===== src/rtl/lzss_byte_decompressor_assert.svh =====
// assertion macros used by the decompressor rtl
`ifndef LZSS_BYTE_DECOMPRESSOR_ASSERT_SVH
`define LZSS_BYTE_DECOMPRESSOR_ASSERT_SVH
`ifndef SYNTHESIS
`define LZBD_ASSERT_IMP(lbl, clk, rst_n, ante, cons, msg) \
    lbl: assert property (@(posedge clk) disable iff (!rst_n) (ante) |-> (cons)) \
        else $error(msg);
`define LZBD_ASSERT_NXT(lbl, clk, rst_n, ante, cons, msg) \
    lbl: assert property (@(posedge clk) disable iff (!rst_n) (ante) |=> (cons)) \
        else $error(msg);
`else
`define LZBD_ASSERT_IMP(lbl, clk, rst_n, ante, cons, msg)
`define LZBD_ASSERT_NXT(lbl, clk, rst_n, ante, cons, msg)
`endif
`endif


===== src/rtl/lzbd_pkg.sv =====
// shared constants and types of the lzss decompressor
package lzbd_pkg;
    localparam int WINDOW_DEPTH = 4096;
    localparam int WIN_AW = $clog2(WINDOW_DEPTH);
    localparam int FILL_W = WIN_AW + 1;
    localparam logic [WIN_AW-1:0] START_POS = WIN_AW'(4078);
    localparam logic [FILL_W-1:0] FILL_FULL = FILL_W'(WINDOW_DEPTH);
    localparam int LEN_W = 5;
    localparam logic [LEN_W-1:0] LEN_BIAS = LEN_W'(3);
    localparam int FIFO_DEPTH = 2;
    localparam int FIFO_AW = $clog2(FIFO_DEPTH);
    localparam int FIFO_CW = FIFO_AW + 1;

    typedef struct packed {
        logic [7:0] data;
        logic       last;
    } t_out_item;
endpackage


===== src/rtl/lzbd_ofifo.sv =====
// two-entry output queue that decouples the window pipeline from the output stall
module lzbd_ofifo (
    input  logic                        i_clk,
    input  logic                        i_rst_n,
    input  logic                        i_push,
    input  lzbd_pkg::t_out_item         i_item,
    input  logic                        i_pop,
    output lzbd_pkg::t_out_item         o_item,
    output logic                        o_valid,
    output logic [lzbd_pkg::FIFO_CW-1:0] o_count
);
    import lzbd_pkg::*;

    t_out_item           r_mem [FIFO_DEPTH];
    logic [FIFO_AW-1:0]  r_wp;
    logic [FIFO_AW-1:0]  r_rp;
    logic [FIFO_CW-1:0]  r_cnt;

    always_ff @(posedge i_clk) begin
        if (!i_rst_n) begin
            r_wp  <= '0;
            r_rp  <= '0;
            r_cnt <= '0;
        end else begin
            if (i_push) begin
                r_wp <= r_wp + 1'b1;
            end
            if (i_pop) begin
                r_rp <= r_rp + 1'b1;
            end
            r_cnt <= r_cnt + FIFO_CW'(i_push) - FIFO_CW'(i_pop);
        end
    end

    always_ff @(posedge i_clk) begin
        if (i_push) begin
            r_mem[r_wp] <= i_item;
        end
    end

    assign o_item  = r_mem[r_rp];
    assign o_valid = (r_cnt != '0);
    assign o_count = r_cnt;
endmodule


===== config.mk =====
export PLATFORM = sky130hd
export DESIGN_NAME = lzbd_ofifo
export DESIGN_NICKNAME = d
export VERILOG_FILES = /design/src/rtl/lzss_byte_decompressor_assert.svh /design/src/rtl/lzbd_pkg.sv /design/src/rtl/lzbd_ofifo.sv
export SDC_FILE = /design/constraint.sdc
export NUM_CORES = 1
export LEC_CHECK = 0
export BUFFER_PORTS_ARGS = -buffer_cell sky130_fd_sc_hd__buf_2
export CORE_MARGIN = 3
export CORE_UTILIZATION = 44
export DETAILED_ROUTE_END_ITERATION = 10
export GPL_TIMING_DRIVEN = 0
export HOLD_SLACK_MARGIN = 0.15
export PLACE_DENSITY = 0.82
export SLEW_MARGIN = 0
export SYNTH_ARGS = -nofsm -noshare
export SYNTH_HDL_FRONTEND = slang
export SYNTH_SLANG_ARGS = --single-unit

===== constraint.sdc =====
create_clock -name i_clk -period 1.1 [get_ports i_clk]
set_input_delay 0 -clock i_clk [delete_from_list [all_inputs] [get_ports i_clk]]
set_output_delay 0 -clock i_clk [all_outputs]
set_load 0.02 [all_outputs]

Yosys cells after proc, flatten, opt, wreduce, memory -nomap -nowiden
Memories as Yosys holds them, arrays and structs flattened. A register that Yosys moved wholly into a read port is not among the register bits.
Cells that the tools add are included.
{"block": "totals", "ff_bits": 4, "mem_bits_rw": 18, "inputBits": 13, "out_inout_bits": 12, "word_cells": 13, "mem_count": 1}
{"memory": "r_mem", "words": 2, "word_bits": 9, "rd": 1, "rd_ports_with_merged_regs": 1, "write_ports": 1, "line": "lzbd_ofifo.sv:14", "text": "t_out_item r_mem [FIFO_DEPTH];"}
{"block": "classes", "addsub": 4, "muxes": 4, "n_reduce_logical": 1}
{"cell": "1-bit 2-to-1 mux", "count": 4}
{"cell": "1-bit adder, second input constant", "count": 2}
{"cell": "2-bit by 1-bit adder with 2-bit output", "count": 1}
{"cell": "2-bit nonzero test", "count": 1}
{"cell": "2-bit by 1-bit subtractor with 2-bit output", "count": 1}

Longest topological paths before layout
{"block": "logic_depth", "depth_word": 3, "depth_mapped": 6, "depth_no_buf": 6}

Least setup slack after synthesis
OpenSTA, ideal clock, no wires.
{"block": "synth_timing", "path_kind": "reg2reg", "from": "register r_cnt[0] (netlist: o_count[0])", "to": "register r_cnt[1] (netlist: o_count[1])", "setup_ps": 114, "arrival_ps": 1193, "required_time_ps": 986, "path_slack_ps": -207, "path_stages_with_launch": 7, "n_path_buf": 0, "synth_period_minus_slack_ps": 1307, "path_cell_list": "dfxtp_1 -> inv_1 -> ha_1 -> inv_1 -> ha_1 -> xnor3_1 -> nor2b_2"}
{"block": "synth_via", "elab_chain_cells": 2}
{"item": "start: declaration", "line": "lzbd_ofifo.sv:17", "text": "logic [FIFO_CW-1:0] r_cnt;"}
{"item": "start signal: assignment", "line": "lzbd_ofifo.sv:31", "text": "r_cnt <= r_cnt + FIFO_CW'(i_push) - FIFO_CW'(i_pop);"}
{"item": "2-bit by 1-bit adder with 2-bit output", "line": "lzbd_ofifo.sv:31"}
{"item": "2-bit by 1-bit subtractor with 2-bit output", "line": "lzbd_ofifo.sv:31"}
No other way between the ends.
A chain may end at the register's enable or synchronous reset.

==> run summary <==
Max Fclk - 806.4 MHz
Period utilisation layout - 112.7%
Net switching share of the total power - 25.08%
Final hold violation count - 0
Vias - 509
Relative slew slack - 80.32%
Synth unique cells - 13
CP Data Required Time - 1.10 ns
Failing checks - negative setup slack
Reg2reg start - o_count[0]$_SDFF_PN0_
IO Count - 25
Clk Latency, worst-skew pair - 0.30 ns
Routability cong. - 0.6013
Total congestion overflow - 0
CP Max Fanout - 4
Hold path depth - 4
Clk slew on worst S/H paths - 0.12 ns
Clk pwr share - 19.4%
H-tree levels - 1
Outcome - finished, violations left
Initial core utilization - 48.33%
Power Density - 1448 nW/um^2
WS Path Type - flop to primary output
CTS Buffer Depth - 2
Hpwl dp - 893.2 um
Int Pwr - 1441 uW
Share of cells above drive strength 1 - 55.06%
Tightest Pin Transition - 0.2946 ns
# setup viols final - 11
Vias per inst - 4.465
Leakage power - 0.0005476 uW
DRC Markers - 0
Post-layout util - 73.75%
Drt total wl - 1591 um
Post-CTS Setup Bufs - 0
Yosys Warn Count - 0
Mapped Cells - 48
PortBufs - 24
Mean Syn Cell Area - 18.14 um^2
Worst setup margin - -0.1401 ns
Max Cap Violations - 0
Arr. time, crit path - 1.24 ns
Max IR drop VDD - 0.001019 V
TritonRoute pass-1 iters - 2
Slew Viols, Final - 0
Die area - 2549 um^2
Vias in the first global route - 582
First-pass GRT wire length - 2615 um
Area of placed instances - 1054 um^2
DR WL/cell - 13.96 um
Final Skew - 0.008365 ns
Logic pwr share - 26.6%
Syn Nets - 63
Register bit total from synthesis - 23
Worst setup SP type - flop
Initial drt markers - 5
Core Box Area - 1802 um^2
CTS sink count - 23
Die Ht - 50.49 um
Largest net degree at the start of global routing - 13
Width of the chip - 50.49 um
CTS tree - yes
Hold Path Origin - i_pop
HP Class - input port to flop
Antenna violations before repair - 0
Routed Antenna Nets - 0
Final instance area - 1329 um^2
Final nets - 105
Setup WS pre-CTS - -0.05580 ns
# rows - 15
Sequential power share - 54.0%
Total track usage - 14.51%
Synth-to-Final Area Change - 52.59%
RSZ-0062 raised after global routing - yes
CTS buffer count - 3
Total negative slack - -1.323 ns
Net Sw Power - 482.4 uW
Worst r2r path cells - 6
Cell area after synthesis - 870.8 um^2
CP Capture Type - primary output
CTS root buf - clkbuf_4
Diode count - 0
Fin crit period - 1.240 ns
Register area share after synthesis - 73.56%
logic make-up (layout without fill, tap and decap cells):
group | after synthesis | in the layout | synth area share, %
DFF | 23 | 23 | 73.56
buffers and inverters | 3 | 44 | 1.437
adders and majority gates | 2 | 2 | 2.873
AOI/OAI and AO/OA | 1 | 1 | 0.8624
and+or+nand+nor | 8 | 8 | 6.034
muxes | 9 | 9 | 11.64
xor gates and xnor gates | 2 | 2 | 3.592
area by class of cell:
class,instances,area [um^2]
Buffer,1,11.26
Clock buffer,4,26.28
Fill cell,114,473.0
Inverter,2,10.01
Multi-Input combinational cell,22,290.3
Sequential cell,23,645.6
Tap cell,25,31.28
Timing Repair Buffer,37,314.1
cell usage in the layout (no fill, tap or decap), types with 2 or more instances in the layout:
cell type / synthesis / routed
and2_1: 4 / 2
buf_2: 1 / 14
ha_4: 0 / 2
dfxtp_1: 5 / 3
buf_6: 0 / 12
dlygate4sd3_1: 0 / 12
clkbuf_4: 0 / 3
edfxtp_1: 18 / 18
mux2_4: 0 / 9
sequential cells by signal, summed over array words and instances, names as in the netlist, named ones only:
register / cells
o_count: 2
r_wp: 1
r_rp: 1
r_mem: 18
through the flow:
stage | hold slack (ns) | instances | power [uW]
2_1_floorplan | 0.09887 | 48 | 1294
3_3_place_gp | 0.1882 | 97 | 1393
3_5_place_dp | 0.1914 | 97 | 1405
4_1_cts | 0.2191 | 114 | 1924
5_1_grt | 0.2030 | 114 | 2027
6_report | 0.2152 | 114 | 1924
power by group through the flow:
stage,clock [uW],combinational (uW),sequential (uW)
2_1_floorplan,0,230,1060
3_3_place_gp,0,349,1040
3_5_place_dp,0,357,1050
4_1_cts,384,504,1040
5_1_grt,434,547,1050
6_report,373,512,1040
final timing paths:
path	slack [ns]	to
worst max-delay path	-0.14	o_item[2]
worst min-delay path	0.22	o_count[1]$_SDFF_PN0_
worst max register to register	-0.09	o_count[1]$_SDFF_PN0_
worst min register to register	0.62	flop
critical path, cell delays in order (launching register included):
cell,delay (ns)
dfxtp_2,0.36
buf_6,0.13
mux2_4,0.31
buf_6,0.13
routing by layer:
metal / global-route usage [%] / up-vias / part of all wire (%)
met5: 0 / - / 0
met4: 6.726 / 0 / 0.75
met3: 3.858 / 2 / 3.2
met2: 25.00 / 12 / 54
met1: 16.67 / 241 / 42
li1: - / 254 / -
synth_stat cells, drive strengths merged:
cell / n / area share (%)
or2: 1 / 0.72
edfxtp: 18 / 62
xor2: 1 / 1.0
o21a: 1 / 0.86
dfxtp: 5 / 11
buf: 1 / 0.57
inv: 2 / 0.86
ha: 2 / 2.9
nor2b: 3 / 2.4
and2: 4 / 2.9
mux2: 9 / 12
xnor3: 1 / 2.6
timing repair:
action	4_1_cts	5_1_grt
endpoints found under the setup margin	30	11
gates resized for setup	37	2
endpoints found under the hold margin	23	0
pin swaps	1	1
hold buffers	12	0
cloned	1	0
(Power assumes the default switching activity.)
